## src/hw/rtl/pbd_pkg.sv

```systemverilog
// Shared types and constants for the pulse beat detector.
package pbd_pkg;

    localparam int SAMPLE_W   = 10;
    localparam int SINCE_W    = 15;
    localparam int LEVEL_W    = 10;
    localparam int BPM_W      = 8;
    localparam int TICK_W     = 7;
    localparam int REFR_W     = 12;
    localparam int TIMEOUT_W  = 14;
    localparam int CFG_IDX_W  = 2;
    localparam int CFG_DATA_W = 14;
    localparam int PROD_W     = 30;

    // configuration register indexes
    localparam logic [CFG_IDX_W-1:0] CFG_TICK_MS       = 2'd0;
    localparam logic [CFG_IDX_W-1:0] CFG_REFRACTORY_MS = 2'd1;
    localparam logic [CFG_IDX_W-1:0] CFG_TIMEOUT_MS    = 2'd2;
    localparam logic [CFG_IDX_W-1:0] CFG_DEFAULT_LEVEL = 2'd3;

    localparam logic [TICK_W-1:0]    RESET_TICK_MS    = 7'd2;
    localparam logic [REFR_W-1:0]    RESET_REFRACTORY = 12'd250;
    localparam logic [TIMEOUT_W-1:0] RESET_TIMEOUT    = 14'd2500;
    localparam logic [LEVEL_W-1:0]   RESET_LEVEL      = 10'd512;
    localparam logic [SINCE_W-1:0]   RESET_INTERVAL   = 15'd600;
    localparam logic [SINCE_W-1:0]   SINCE_MAX        = 15'd32767;

    // floor(x / 5) = (x * 26215) >> 17 for every 15-bit x
    localparam logic [PROD_W-1:0]    GAP_RECIP = 30'd26215;
    localparam int                   GAP_SHIFT = 17;

    localparam logic [15:0]          MS_PER_MINUTE = 16'd60000;
    // below this average, 60000 / average exceeds 255
    localparam logic [SINCE_W-1:0]   BPM_MIN_AVG   = 15'd235;
    localparam logic [BPM_W-1:0]     BPM_SAT       = 8'd255;

    typedef struct packed {
        logic [TICK_W-1:0]    tick_ms;
        logic [REFR_W-1:0]    refractory_ms;
        logic [TIMEOUT_W-1:0] timeout_ms;
        logic [LEVEL_W-1:0]   default_level;
    } cfg_t;

    typedef struct packed {
        logic accept;     // capture sample, advance since-beat time
        logic eval;       // peak/trough tracking and beat test
        logic shift;      // push new interval into history, clear sum
        logic sum_step;   // add oldest entry, rotate history
        logic store_avg;  // latch sum / depth from the reciprocal product
        logic rate_sat;   // bpm saturates
        logic rate_load;  // bpm from divider
        logic finish;     // pulse end and timeout
        logic load_out;   // fill output register
    } cmd_t;

    typedef struct packed {
        logic beat;
        logic first;
        logic avg_small;
        logic out_free;
    } status_t;

endpackage

```

## src/hw/rtl/pbd_div.sv

```systemverilog
// Restoring divider, one quotient bit per cycle.
module pbd_div #(
    parameter int WIDTH = 19
) (
    input  logic             aclk,
    input  logic             aresetn,
    input  logic             start,
    input  logic [WIDTH-1:0] dividend,
    input  logic [WIDTH-1:0] divisor,
    output logic [WIDTH-1:0] quotient,
    output logic             done
);

    localparam int CNT_W = $clog2(WIDTH);

    logic             busy_reg, busy_next;
    logic             done_reg, done_next;
    logic [CNT_W-1:0] cnt_reg, cnt_next;
    logic [WIDTH-1:0] rem_reg, rem_next;
    logic [WIDTH-1:0] dq_reg, dq_next;
    logic [WIDTH-1:0] dvs_reg, dvs_next;
    logic [WIDTH:0]   rem_shift;
    logic [WIDTH:0]   rem_diff;

    assign rem_shift = {rem_reg, dq_reg[WIDTH-1]};
    assign rem_diff  = rem_shift - {1'b0, dvs_reg};

    always_comb begin
        busy_next = busy_reg;
        done_next = 1'b0;
        cnt_next  = cnt_reg;
        rem_next  = rem_reg;
        dq_next   = dq_reg;
        dvs_next  = dvs_reg;
        if (start) begin
            busy_next = 1'b1;
            cnt_next  = '0;
            rem_next  = '0;
            dq_next   = dividend;
            dvs_next  = divisor;
        end else if (busy_reg) begin
            if (!rem_diff[WIDTH]) begin
                rem_next = rem_diff[WIDTH-1:0];
                dq_next  = {dq_reg[WIDTH-2:0], 1'b1};
            end else begin
                rem_next = rem_shift[WIDTH-1:0];
                dq_next  = {dq_reg[WIDTH-2:0], 1'b0};
            end
            cnt_next = cnt_reg + 1'b1;
            if (cnt_reg == CNT_W'(WIDTH - 1)) begin
                busy_next = 1'b0;
                done_next = 1'b1;
            end
        end
    end

    always_ff @(posedge aclk) begin
        if (!aresetn) begin
            busy_reg <= 1'b0;
            done_reg <= 1'b0;
            cnt_reg  <= '0;
        end else begin
            busy_reg <= busy_next;
            done_reg <= done_next;
            cnt_reg  <= cnt_next;
        end
        rem_reg <= rem_next;
        dq_reg  <= dq_next;
        dvs_reg <= dvs_next;
    end

    assign quotient = dq_reg;
    assign done     = done_reg;

endmodule

```

## src/hw/rtl/pbd_ctrl.sv

```systemverilog
// Sequencer that steps one sample word through the detector datapath.
module pbd_ctrl #(
    parameter int HISTORY_DEPTH = 10
) (
    input  logic                 aclk,
    input  logic                 aresetn,
    input  logic                 s_tvalid,
    output logic                 s_tready,
    input  pbd_pkg::status_t     status,
    input  logic                 div_done,
    output logic                 div_start,
    output pbd_pkg::cmd_t        cmd
);

    localparam int CNT_W = (HISTORY_DEPTH > 1) ? $clog2(HISTORY_DEPTH) : 1;

    localparam logic [3:0] ST_IDLE   = 4'd0;
    localparam logic [3:0] ST_EVAL   = 4'd1;
    localparam logic [3:0] ST_SHIFT  = 4'd2;
    localparam logic [3:0] ST_SUM    = 4'd3;
    localparam logic [3:0] ST_DIV1   = 4'd4;
    localparam logic [3:0] ST_DIV2   = 4'd5;
    localparam logic [3:0] ST_WAIT2  = 4'd6;
    localparam logic [3:0] ST_FINISH = 4'd7;
    localparam logic [3:0] ST_OUT    = 4'd8;

    logic [3:0]       state_reg, state_next;
    logic [CNT_W-1:0] cnt_reg, cnt_next;

    always_comb begin
        state_next = state_reg;
        cnt_next   = cnt_reg;
        cmd        = '0;
        div_start  = 1'b0;
        s_tready   = 1'b0;
        unique case (state_reg)
            ST_IDLE: begin
                s_tready = 1'b1;
                if (s_tvalid) begin
                    cmd.accept = 1'b1;
                    state_next = ST_EVAL;
                end
            end
            ST_EVAL: begin
                cmd.eval = 1'b1;
                if (status.beat && status.first) begin
                    state_next = ST_OUT;
                end else if (status.beat) begin
                    state_next = ST_SHIFT;
                end else begin
                    state_next = ST_FINISH;
                end
            end
            ST_SHIFT: begin
                cmd.shift  = 1'b1;
                cnt_next   = '0;
                state_next = ST_SUM;
            end
            ST_SUM: begin
                cmd.sum_step = 1'b1;
                cnt_next     = cnt_reg + 1'b1;
                if (cnt_reg == CNT_W'(HISTORY_DEPTH - 1)) begin
                    state_next = ST_DIV1;
                end
            end
            ST_DIV1: begin
                // average by reciprocal multiplication
                cmd.store_avg = 1'b1;
                state_next    = ST_DIV2;
            end
            ST_DIV2: begin
                if (status.avg_small) begin
                    cmd.rate_sat = 1'b1;
                    state_next   = ST_FINISH;
                end else begin
                    div_start  = 1'b1;
                    state_next = ST_WAIT2;
                end
            end
            ST_WAIT2: begin
                if (div_done) begin
                    cmd.rate_load = 1'b1;
                    state_next    = ST_FINISH;
                end
            end
            ST_FINISH: begin
                cmd.finish = 1'b1;
                state_next = ST_OUT;
            end
            ST_OUT: begin
                // hold until the output register has room
                if (status.out_free) begin
                    cmd.load_out = 1'b1;
                    state_next   = ST_IDLE;
                end
            end
            default: begin
                state_next = ST_IDLE;
            end
        endcase
    end

    always_ff @(posedge aclk) begin
        if (!aresetn) begin
            state_reg <= ST_IDLE;
            cnt_reg   <= '0;
        end else begin
            state_reg <= state_next;
            cnt_reg   <= cnt_next;
        end
    end

endmodule

```

## src/hw/rtl/pbd_datapath.sv

```systemverilog
// Detector state, interval history, beat test and output register.
module pbd_datapath #(
    parameter int HISTORY_DEPTH = 10,
    parameter int SUM_W         = 19
) (
    input  logic                            aclk,
    input  logic                            aresetn,
    input  pbd_pkg::cfg_t                   cfg,
    input  pbd_pkg::cmd_t                   cmd,
    output pbd_pkg::status_t                status,
    input  logic [pbd_pkg::SAMPLE_W-1:0]    sample,
    output logic [SUM_W-1:0]                div_dividend,
    output logic [SUM_W-1:0]                div_divisor,
    input  logic [SUM_W-1:0]                div_quotient,
    output logic                            m_tvalid,
    input  logic                            m_tready,
    output logic [pbd_pkg::BPM_W-1:0]       out_bpm,
    output logic [pbd_pkg::SINCE_W-1:0]     out_interval,
    output logic                            out_new_rate,
    output logic                            out_pulse_high,
    output logic [pbd_pkg::LEVEL_W-1:0]     out_level
);

    localparam int SW = pbd_pkg::SINCE_W;
    localparam int LW = pbd_pkg::LEVEL_W;

    // floor(sum / depth) = (sum * AVG_RECIP) >> AVG_SHIFT for every SUM_W-bit sum
    localparam int AVG_SHIFT  = SUM_W + $clog2(HISTORY_DEPTH);
    localparam int AVG_PROD_W = SUM_W + AVG_SHIFT;
    localparam logic [AVG_SHIFT-1:0] AVG_RECIP = AVG_SHIFT'(
        ((64'd1 << AVG_SHIFT) + 64'(HISTORY_DEPTH) - 64'd1) / 64'(HISTORY_DEPTH));

    logic [pbd_pkg::SAMPLE_W-1:0] sample_reg;
    logic [SW-1:0]                since_reg;
    logic [SW-1:0]                elapsed_reg;
    logic [SW-1:0]                interval_reg;
    logic [pbd_pkg::PROD_W-1:0]   prod_reg;
    logic [LW-1:0]                peak_reg;
    logic [LW-1:0]                trough_reg;
    logic [LW-1:0]                thr_reg;
    logic                         pulse_reg;
    logic                         first_reg;
    logic                         second_reg;
    logic [pbd_pkg::BPM_W-1:0]    rate_reg;
    logic                         fresh_reg;
    logic [SW-1:0]                hist_reg [HISTORY_DEPTH];
    logic [SUM_W-1:0]             acc_reg;
    logic [SW-1:0]                avg_reg;
    logic                         m_tvalid_reg;

    logic [SW:0]             since_sum;
    logic [SW-1:0]           elapsed_next;
    logic [SW-1:0]           gap_q;
    logic [SW-1:0]           gap_limit;
    logic                    past_gap;
    logic                    s_gt;
    logic                    s_lt;
    logic                    beat;
    logic                    pulse_end;
    logic                    timed_out;
    logic signed [LW:0]      amp;
    logic signed [LW:0]      half_amp;
    logic signed [LW:0]      new_thr;
    logic [AVG_PROD_W-1:0]   avg_prod;

    // saturating advance of the since-beat time
    assign since_sum    = {1'b0, since_reg} + {{(SW + 1 - pbd_pkg::TICK_W){1'b0}}, cfg.tick_ms};
    assign elapsed_next = since_sum[SW] ? pbd_pkg::SINCE_MAX : since_sum[SW-1:0];

    // three fifths of the last interval
    assign gap_q     = SW'(prod_reg[pbd_pkg::PROD_W-1:pbd_pkg::GAP_SHIFT]);
    assign gap_limit = gap_q + {gap_q[SW-2:0], 1'b0};
    assign past_gap  = elapsed_reg > gap_limit;

    assign s_gt = sample_reg > thr_reg;
    assign s_lt = sample_reg < thr_reg;
    assign beat = (elapsed_reg > {{(SW - pbd_pkg::REFR_W){1'b0}}, cfg.refractory_ms})
                  && s_gt && !pulse_reg && past_gap;

    assign pulse_end = s_lt && pulse_reg;
    assign timed_out = elapsed_reg > {{(SW - pbd_pkg::TIMEOUT_W){1'b0}}, cfg.timeout_ms};

    // new threshold: trough plus half the amplitude, halving toward zero
    assign amp      = $signed({1'b0, peak_reg}) - $signed({1'b0, trough_reg});
    assign half_amp = (amp + $signed({{LW{1'b0}}, amp[LW]})) >>> 1;
    assign new_thr  = half_amp + $signed({1'b0, trough_reg});

    assign avg_prod = AVG_PROD_W'(acc_reg) * AVG_PROD_W'(AVG_RECIP);

    assign div_dividend = SUM_W'(pbd_pkg::MS_PER_MINUTE);
    assign div_divisor  = SUM_W'(avg_reg);

    assign status.beat      = beat;
    assign status.first     = first_reg;
    assign status.avg_small = avg_reg < pbd_pkg::BPM_MIN_AVG;
    assign status.out_free  = !m_tvalid_reg || m_tready;

    // detector state
    always_ff @(posedge aclk) begin
        if (!aresetn) begin
            since_reg    <= '0;
            interval_reg <= pbd_pkg::RESET_INTERVAL;
            peak_reg     <= pbd_pkg::RESET_LEVEL;
            trough_reg   <= pbd_pkg::RESET_LEVEL;
            thr_reg      <= pbd_pkg::RESET_LEVEL;
            pulse_reg    <= 1'b0;
            first_reg    <= 1'b1;
            second_reg   <= 1'b0;
            rate_reg     <= '0;
            fresh_reg    <= 1'b0;
        end else begin
            if (cmd.accept) begin
                since_reg <= elapsed_next;
                fresh_reg <= 1'b0;
            end
            if (cmd.eval) begin
                if (s_lt && past_gap && (sample_reg < trough_reg)) begin
                    trough_reg <= sample_reg;
                end
                if (s_gt && (sample_reg > peak_reg)) begin
                    peak_reg <= sample_reg;
                end
                if (beat) begin
                    pulse_reg    <= 1'b1;
                    interval_reg <= elapsed_reg;
                    since_reg    <= '0;
                    if (second_reg) begin
                        second_reg <= 1'b0;
                    end
                    if (first_reg) begin
                        first_reg  <= 1'b0;
                        second_reg <= 1'b1;
                    end
                end
            end
            if (cmd.rate_sat) begin
                rate_reg  <= pbd_pkg::BPM_SAT;
                fresh_reg <= 1'b1;
            end
            if (cmd.rate_load) begin
                rate_reg  <= div_quotient[pbd_pkg::BPM_W-1:0];
                fresh_reg <= 1'b1;
            end
            if (cmd.finish) begin
                if (pulse_end) begin
                    pulse_reg <= 1'b0;
                end
                // timeout overrides the pulse-end levels
                if (timed_out) begin
                    thr_reg    <= cfg.default_level;
                    peak_reg   <= cfg.default_level;
                    trough_reg <= cfg.default_level;
                    since_reg  <= '0;
                    first_reg  <= 1'b1;
                    second_reg <= 1'b0;
                end else if (pulse_end) begin
                    thr_reg    <= new_thr[LW-1:0];
                    peak_reg   <= new_thr[LW-1:0];
                    trough_reg <= new_thr[LW-1:0];
                end
            end
        end
    end

    // working registers and history line
    always_ff @(posedge aclk) begin
        if (cmd.accept) begin
            sample_reg  <= sample;
            elapsed_reg <= elapsed_next;
            prod_reg    <= pbd_pkg::PROD_W'(interval_reg) * pbd_pkg::GAP_RECIP;
        end
        if (cmd.eval && beat && second_reg) begin
            for (int i = 0; i < HISTORY_DEPTH; i++) begin
                hist_reg[i] <= elapsed_reg;
            end
        end
        if (cmd.shift) begin
            for (int i = 0; i < HISTORY_DEPTH - 1; i++) begin
                hist_reg[i] <= hist_reg[i+1];
            end
            hist_reg[HISTORY_DEPTH-1] <= interval_reg;
            acc_reg <= '0;
        end
        if (cmd.sum_step) begin
            // rotate so every entry passes the adder once
            for (int i = 0; i < HISTORY_DEPTH - 1; i++) begin
                hist_reg[i] <= hist_reg[i+1];
            end
            hist_reg[HISTORY_DEPTH-1] <= hist_reg[0];
            acc_reg <= acc_reg + SUM_W'(hist_reg[0]);
        end
        if (cmd.store_avg) begin
            avg_reg <= avg_prod[AVG_SHIFT +: SW];
        end
    end

    // output register
    always_ff @(posedge aclk) begin
        if (!aresetn) begin
            m_tvalid_reg <= 1'b0;
        end else if (cmd.load_out) begin
            m_tvalid_reg <= 1'b1;
        end else if (m_tready) begin
            m_tvalid_reg <= 1'b0;
        end
        if (cmd.load_out) begin
            out_bpm        <= rate_reg;
            out_interval   <= interval_reg;
            out_new_rate   <= fresh_reg;
            out_pulse_high <= pulse_reg;
            out_level      <= thr_reg;
        end
    end

    assign m_tvalid = m_tvalid_reg;

endmodule

```

## src/hw/rtl/pulse_beat_detector.sv

```systemverilog
// Pulse beat detector top level: configuration registers, sequencer, datapath, divider.
// Path of a sample word: evaluate, then output at once on a discarded first beat; finish and
// output on other ticks without a beat; after a beat, shift, history sum and reciprocal average,
// then bpm saturated or 60000 / average from the bit-serial divider, then finish and output.
// Throughput: one word in flight; the next is taken the cycle after its result is loaded.
// Reset (aresetn low, synchronous) restores register defaults and detector state.
module pulse_beat_detector #(
    parameter int HISTORY_DEPTH = 10
) (
    input  logic                              aclk,
    input  logic                              aresetn,
    // sample input
    input  logic                              s_tvalid,
    output logic                              s_tready,
    input  logic [15:0]                       s_tdata,   // [9:0] sample, [15:10] zero
    // result output
    output logic                              m_tvalid,
    input  logic                              m_tready,
    // [7:0] bpm, [22:8] beat_interval, [23] pulse_high, [33:24] level, [39:34] zero
    output logic [39:0]                       m_tdata,
    output logic                              m_tuser,   // [0] new_rate
    // configuration write port
    input  logic                              cfg_we,
    input  logic [pbd_pkg::CFG_IDX_W-1:0]     cfg_index,
    input  logic [pbd_pkg::CFG_DATA_W-1:0]    cfg_wdata
);

    // history sum needs room for HISTORY_DEPTH full-scale intervals
    localparam int SUM_W = pbd_pkg::SINCE_W + $clog2(HISTORY_DEPTH);

    pbd_pkg::cfg_t    cfg_reg;
    pbd_pkg::cmd_t    cmd;
    pbd_pkg::status_t status;

    logic                          div_start;
    logic                          div_done;
    logic [SUM_W-1:0]              div_dividend;
    logic [SUM_W-1:0]              div_divisor;
    logic [SUM_W-1:0]              div_quotient;
    logic [pbd_pkg::BPM_W-1:0]     out_bpm;
    logic [pbd_pkg::SINCE_W-1:0]   out_interval;
    logic                          out_new_rate;
    logic                          out_pulse_high;
    logic [pbd_pkg::LEVEL_W-1:0]   out_level;

    // configuration registers: take a write on every enabled edge
    always_ff @(posedge aclk) begin
        if (!aresetn) begin
            cfg_reg.tick_ms       <= pbd_pkg::RESET_TICK_MS;
            cfg_reg.refractory_ms <= pbd_pkg::RESET_REFRACTORY;
            cfg_reg.timeout_ms    <= pbd_pkg::RESET_TIMEOUT;
            cfg_reg.default_level <= pbd_pkg::RESET_LEVEL;
        end else if (cfg_we) begin
            unique case (cfg_index)
                pbd_pkg::CFG_TICK_MS: begin
                    cfg_reg.tick_ms <= cfg_wdata[pbd_pkg::TICK_W-1:0];
                end
                pbd_pkg::CFG_REFRACTORY_MS: begin
                    cfg_reg.refractory_ms <= cfg_wdata[pbd_pkg::REFR_W-1:0];
                end
                pbd_pkg::CFG_TIMEOUT_MS: begin
                    cfg_reg.timeout_ms <= cfg_wdata[pbd_pkg::TIMEOUT_W-1:0];
                end
                pbd_pkg::CFG_DEFAULT_LEVEL: begin
                    cfg_reg.default_level <= cfg_wdata[pbd_pkg::LEVEL_W-1:0];
                end
                default: begin
                    cfg_reg <= cfg_reg;
                end
            endcase
        end
    end

    // sequencer: walks each sample word through evaluate and, as needed, average, finish and output steps
    pbd_ctrl #(
        .HISTORY_DEPTH (HISTORY_DEPTH)
    ) u_ctrl (
        .aclk      (aclk),
        .aresetn   (aresetn),
        .s_tvalid  (s_tvalid),
        .s_tready  (s_tready),
        .status    (status),
        .div_done  (div_done),
        .div_start (div_start),
        .cmd       (cmd)
    );

    // datapath: detector state, history line and the output register
    pbd_datapath #(
        .HISTORY_DEPTH (HISTORY_DEPTH),
        .SUM_W         (SUM_W)
    ) u_datapath (
        .aclk           (aclk),
        .aresetn        (aresetn),
        .cfg            (cfg_reg),
        .cmd            (cmd),
        .status         (status),
        .sample         (s_tdata[pbd_pkg::SAMPLE_W-1:0]),
        .div_dividend   (div_dividend),
        .div_divisor    (div_divisor),
        .div_quotient   (div_quotient),
        .m_tvalid       (m_tvalid),
        .m_tready       (m_tready),
        .out_bpm        (out_bpm),
        .out_interval   (out_interval),
        .out_new_rate   (out_new_rate),
        .out_pulse_high (out_pulse_high),
        .out_level      (out_level)
    );

    // divider: 60000 by the history average
    pbd_div #(
        .WIDTH (SUM_W)
    ) u_div (
        .aclk     (aclk),
        .aresetn  (aresetn),
        .start    (div_start),
        .dividend (div_dividend),
        .divisor  (div_divisor),
        .quotient (div_quotient),
        .done     (div_done)
    );

    // pack the result word, lowest field first
    assign m_tdata = {6'b0, out_level, out_pulse_high, out_interval, out_bpm};
    assign m_tuser = out_new_rate;

endmodule

```

## config.mk

```make
export PLATFORM = sky130hd
export DESIGN_NAME = pulse_beat_detector
export DESIGN_NICKNAME = d
export VERILOG_FILES = /design/src/hw/rtl/pbd_pkg.sv /design/src/hw/rtl/pbd_div.sv /design/src/hw/rtl/pbd_ctrl.sv /design/src/hw/rtl/pbd_datapath.sv /design/src/hw/rtl/pulse_beat_detector.sv
export SDC_FILE = /design/constraint.sdc
export NUM_CORES = 1
export LEC_CHECK = 0
export BUFFER_PORTS_ARGS = -buffer_cell sky130_fd_sc_hd__buf_4
export CORE_ASPECT_RATIO = 1.2
export CORE_MARGIN = 5
export CORE_UTILIZATION = 30
export DETAILED_ROUTE_END_ITERATION = 8
export GPL_ROUTABILITY_DRIVEN = 0
export RECOVER_POWER = 25
export SLEW_MARGIN = 15
export SYNTH_ARGS = -nofsm -noshare
export SYNTH_HDL_FRONTEND = slang
export SYNTH_SLANG_ARGS = --single-unit
export TNS_END_PERCENT = 10
```

## constraint.sdc

```tcl
create_clock -name aclk -period 8.7 [get_ports aclk]
set_clock_uncertainty 0.2 [all_clocks]
set_input_delay 0.87 -clock aclk [delete_from_list [all_inputs] [get_ports aclk]]
set_output_delay 0.87 -clock aclk [all_outputs]
set_load 0.05 [all_outputs]
```

# Word-level counts from Yosys, hierarchy flattened
# Memory sizes are Yosys's and may differ from the RTL's.
# Cells that the tools add are included.
# word_totals
ff_bits	308
ramBits	150
output_inout_bits	43
mem_count	1
# mem_list
name	words	width	read_ports	rd_ports_with_merged_regs	write_ports	line	rtl
u_datapath.hist_reg	10	15	10	0	10	pbd_datapath.sv:46	logic [SW-1:0] hist_reg [HISTORY_DEPTH];
# op_classes
n_addsub	9
multipliers	2
n_lt_le_gt_ge	8
n_eq_ne	17
n_mux	97
bitwise	22
n_reduce_logical	30
# ops
operator	n
two-way mux 15 bit	26
two-way mux 10 bit	12
two-way mux 19 bit	3
two-way mux 1 bit	46
multiplier 19 x 20 -> 38 bit (second input constant)	1
one-hot mux 4 bit (9 select lines)	1
multiplier 15 x 15 -> 30 bit (second input constant)	1
> comparator 10 bit	2
less-than comparator 10 bit	2
two-way mux 4 bit	5
bitwise OR 1 bit	20
subtractor 20 x 15 -> 20 bit	1
adder 19 x 15 -> 19 bit	1
adder 15 x 7 -> 16 bit	1
equality test 4 x 3 -> 1 bit (second input constant)	4
two-way mux 8 bit	2
adder 13 x 14 -> 15 bit	1
> comparator 15 x 12 -> 1 bit	1
> comparator 15 x 14 -> 1 bit	1
> comparator 15 bit	1
less-than comparator 15 x 8 -> 1 bit (second input constant)	1
AND reduction 2 bit	6
adder 11 x 2 -> 11 bit	1
subtractor 10 x 10 -> 11 bit	1
24 further kinds	44

# Logic depth before layout (Yosys ltp)
# depth
ltp_word	10
mapped_depth	23
mapped_depth_nobuf	22

# Hierarchy
# A second synthesis with hierarchy kept.
# hier_totals
cells_unflattened	2934
hier_area_um2	31606.6
# by_module_without_submodules
mod	instances	cells_each	area_each_um2	seq_area_each_um2
pbd_datapath	1	2343	25700.9	9178.8
pbd_div	1	333	3565.9	1661.6
pulse_beat_detector	1	181	1751.7	860.8
pbd_ctrl	1	77	588.1	160.2

# Worst setup path before layout
# Ideal clock, no wire load.
# synth_path
path_type	register -> register
startpoint	register u_datapath.prod_reg[18] (netlist name)
endpoint	memory u_datapath.hist_reg[0][0] (netlist name) (enable)
setup_time_ns	0.499
arrival_ns	6.880
t_required_ns	8.001
path_slack_ns	1.121
path_stages_with_launch	22
path_buffers	1
period_less_slack_ns	7.579
cell_sequence	edfxtp_1 -> ha_1 -> inv_1 -> fa_1 -> inv_1 -> a21oi_1 -> o21ai_0 -> a21o_1 -> a21o_1 -> a21o_1 -> a41o_1 -> o41a_1 -> xnor2_1 -> ha_1 -> o21a_1 -> nor2_1 -> a21oi_1 -> o21ai_0 -> a2111oi_2 -> clkbuf_1 -> nand2_1 -> nand2_1
# synth_rtl
item	line	rtl
start: declaration	pbd_datapath.sv:37	logic [pbd_pkg::PROD_W-1:0] prod_reg;
start signal: assignment	pbd_datapath.sv:170	prod_reg <= pbd_pkg::PROD_W'(interval_reg) * pbd_pkg::GAP_RECIP;
end: declaration	pbd_datapath.sv:46	

# Final worst setup path
# layout_path
startpoint	register u_datapath.acc_reg[17]
endpoint	register u_datapath.avg_reg[14], data pin
# layout_via
elab_chain_cells	1
# layout_rtl
item	line	rtl
start: declaration	pbd_datapath.sv:47	logic [SUM_W-1:0] acc_reg;
start signal: assignment	pbd_datapath.sv:190	acc_reg <= acc_reg + SUM_W'(hist_reg[0]);
multiplier 19 x 20 -> 38 bit	pbd_datapath.sv:88	assign avg_prod = AVG_PROD_W'(acc_reg) * AVG_PROD_W'(AVG_RECIP);
net u_datapath.avg_prod[37]	pbd_datapath.sv:64	logic [AVG_PROD_W-1:0] avg_prod;
end signal: assignment	pbd_datapath.sv:193	avg_reg <= avg_prod[AVG_SHIFT +: SW];
end: declaration	pbd_datapath.sv:48	logic [SW-1:0] avg_reg;
# The timed path passes the listed nets, and every way through them passes these cells.
# A chain may end at the register's enable or synchronous reset.

==> results.md <==
- Max clock buf depth: 3
- PortBufs: 67
- Max_slew headroom: -1.20
- DR WL/cell: about 15 um
- Clock sinks: around 440
- Gr ovfl total: 0
- Slew @ Worst Pin: ~3.3 ns
- Startpoint types: flop
- #FFs+latches synth: around 440
- Max cap viols: 3
- Synth warnings: 0
- Vias in the first global route: just over 20,000
- Detail Route Antenna Nets: 0
- # DRC: 0
- H-tree Lvls: 2
- Crit path from: u_datapath.acc_reg[17]$_SDFFCE_PN0N_
- # rows: between 100 and 150
- GR Util met1: 0.160
- GR peak layer: met2
- Syn_area_per_cell: 10.5 sq um
- Seq/Total Area, Yosys: 0.376
- Final Setup Violations: 0
- Max Slew Vio Count: between 100 and 150
- CTS Buf Count: between 40 and 50
- Later-pin clock latency in the skew report: 0.58 ns
- Worst hold slack: 0.230 ns
- Global router's overall resource usage: 0.122
- Critical path required time: around 9 ns
- Fin nets: between 3,000 and 4,000
- Status: finished, violations left
- Grt met2 use: 0.214
- Area Overhead vs Synth: 11.3%
- Crit Reg-Reg Endpoint: u_datapath.avg_reg[14]$_DFFE_PP_
- Hold_buf cts: 0
- Crit Path Max Fanout: 5
- Cell count after synthesis: approximately 2,900
- Reg2reg setup slack: a little over 2 ns
- Worst setup path class: reg2reg
- R2R depth: 21
- Setup TNS: 0 ns
- Critical Path End: u_datapath.avg_reg[14]$_DFFE_PP_
- Initial antenna violation count: 1
- Crit path DAT: between 6 and 7 ns
- Fraction of registers with async set/reset: 0
- Crit share post-route: 0.767
- Violated checks: max-capacitance violations, max-slew violations
- Die span in y: 360 um
- Vias: about 20,000
- EDFF count, synth: roughly 270
- FF-to-FF Start: u_datapath.acc_reg[17]$_SDFFCE_PN0N_
- Die X: between 300 and 400 um
- Detailed-placement wirelength estimate: between 50 and 60 mm
- TritonCTS clock tree: yes
- Share of cells above drive strength 1: 0.0515
- Antenna diode count: 0
- Min Tclk post-route: between 6 and 7 ns
- Max Clock Freq: 0.150 GHz
- DR iter-0 viols: approximately 1,000
- Via/cell ratio: roughly 4.6
- Final hold violations: 0
- Root Buffer: clkbuf_16
- Io pins: 80
- First-pass GRT wire length: between 100 and 150 mm
- Crit end category: flop
- HP Class: reg2reg
- Max FFs per register: 150
- Final wirelength: approximately 67 mm
- RSZ-0062 raised after global routing: false
- Die ar.: 109,000 sq um
- Met3 Use GR: 0.0135
- 1st-pass router iterations: 5
- Largest net degree at the start of global routing: 136
- Cell area after synthesis: ~31,000 sq um
- Ys flop type: edfxtp_1
- CORE AREA: 102,000 sq um
- Post-CTS Setup Repair Bufs: 0
- Initial Util: 0.302
- Post-CTS sizing: 0
- CTS clock-pin slew for the worst setup and hold paths: approximately 0.070 ns
- Distinct cells, synth: 82
[cells in the mapped netlist (5+ instances only)]
cell / instances / area share
nor4_1: 5 / 0.0010
o211ai_1: 20 / 0.0049
o21a_1: 32 / 0.0078
dfxtp_1: 169 / 0.11
o21bai_1: 23 / 0.0056
a31oi_1: 8 / 0.0016
nor3_1: 42 / 0.0068
a211oi_1: 26 / 0.0064
o31ai_1: 14 / 0.0034
nand4_1: 22 / 0.0045
a21boi_0: 27 / 0.0066
or2_2: 10 / 0.0020
xnor2_1: 55 / 0.016
nor2_1: 160 / 0.020
and3_1: 13 / 0.0027
o21ai_0: 98 / 0.016
nand2b_1: 14 / 0.0029
buf_4: 7 / 0.0017
edfxtp_1: 272 / 0.27
a21o_1: 171 / 0.042
ha_1: 398 / 0.16
inv_1: 455 / 0.056
a31o_2: 6 / 0.0017
nand2_1: 173 / 0.021
a211o_1: 11 / 0.0031
xor2_1: 48 / 0.014
or3_1: 5 / 0.0010
a21oi_1: 113 / 0.018
a311oi_1: 5 / 0.0014
mux2i_1: 75 / 0.024
clkbuf_1: 81 / 0.0099
nor2b_1: 32 / 0.0065
fa_1: 179 / 0.12
nand3_1: 45 / 0.0073
and2_1: 28 / 0.0057
[logic make-up after synthesis]
family / count (synthesis) / synth area share
other: 1 / 0.000122
adders and majority gates: 577 / 0.279
and+or+nand+nor: 575 / 0.0891
buffers and inverters: 551 / 0.0683
DFF: 441 / 0.376
muxes: 76 / 0.0248
xor gates and xnor gates: 103 / 0.0294
AOI/OAI and AO/OA: 601 / 0.133
[layout make-up]
type,instances,area [sq um]
clock buffer,59,1310
tap,1365,1710
fill,10400,67400
sequential,441,11600
timing repair buffer,90,515
inverter,457,1720
clock inverter,25,244
multi-input combinational,1938,17100
[worst max-delay path: stages (launching register included)]
cell	delay, ns
edfxtp_1	0.47
inv_1	0.07
ha_1	0.27
inv_1	0.04
ha_1	0.33
xor2_1	0.38
fa_1	0.56
fa_1	0.55
inv_1	0.05
fa_1	0.52
inv_1	0.04
ha_1	0.29
ha_1	0.37
a21o_1	0.18
a21o_1	0.17
a21o_1	0.19
a21o_1	0.19
a2111oi_0	0.68
o31ai_1	0.30
a31o_2	0.32
a21oi_1	0.17
xnor2_1	0.07
[cell usage in the layout (no fill, tap or decap), drive strengths merged, types with 6 or more instances in the layout]
| cell | synthesis | routed |
|---|---|---|
| a211o | 11 | 11 |
| a211oi | 26 | 26 |
| a21boi | 27 | 27 |
| a21o | 171 | 171 |
| a21oi | 113 | 113 |
| a31o | 6 | 6 |
| a31oi | 8 | 8 |
| and2 | 29 | 29 |
| and3 | 14 | 14 |
| buf | 13 | 39 |
| clkbuf | 81 | 110 |
| clkinv | 2 | 16 |
| conb | 1 | 6 |
| dfxtp | 169 | 169 |
| edfxtp | 272 | 272 |
| fa | 179 | 179 |
| ha | 398 | 398 |
| inv | 455 | 459 |
| mux2i | 75 | 75 |
| nand2 | 173 | 173 |
| nand2b | 14 | 14 |
| nand3 | 47 | 47 |
| nand4 | 23 | 23 |
| nor2 | 160 | 160 |
| nor2b | 32 | 32 |
| nor3 | 42 | 42 |
| o211ai | 20 | 20 |
| o21a | 32 | 32 |
| o21ai | 100 | 100 |
| o21bai | 23 | 23 |
| o31ai | 14 | 14 |
| or2 | 10 | 10 |
| xnor2 | 55 | 55 |
| xor2 | 48 | 48 |
[how the worst min path moves through the flow]
stage          cells past startpoint                                start  slack [ns]                                  to
6_report                           0  u_datapath.rate_reg[4]$_SDFFE_PN0P_        0.23     u_datapath.out_bpm[4]$_DFFE_PP_
5_1_grt                            0  u_datapath.rate_reg[1]$_SDFFE_PN0P_        0.24     u_datapath.out_bpm[1]$_DFFE_PP_
3_3_place_gp                       0  u_datapath.rate_reg[0]$_SDFFE_PN0P_        0.21     u_datapath.out_bpm[0]$_DFFE_PP_
3_5_place_dp                       0  u_datapath.rate_reg[4]$_SDFFE_PN0P_        0.22     u_datapath.out_bpm[4]$_DFFE_PP_
2_1_floorplan                      0    u_datapath.fresh_reg$_SDFFE_PN0P_        0.21   u_datapath.out_new_rate$_DFFE_PP_
4_1_cts                            1                           s_tdata[0]        0.23  u_datapath.sample_reg[0]$_DFFE_PP_
[metal layers]
metal	routed length (um)	share of wire
met5	0	0
met4	1840	0.028
met3	2090	0.031
met2	32600	0.49
met1	30100	0.45
[stage by stage]
stage | std cells | area (sq um) | setup slack (ns) | util
floorplan | 2930 | 30700 | 1.12 | -
global placement | 4291 | 32800 | 2.03 | 0.323
detailed placement | 4291 | 32800 | 1.97 | 0.323
CTS | 4375 | 34300 | 1.94 | 0.338
global route | 4375 | 34100 | 1.59 | 0.336
finish | 4375 | 34100 | 2.02 | 0.336
Power is not shown: default switching activity piles up to over one toggle a cycle in this logic, so the estimate is an artifact.
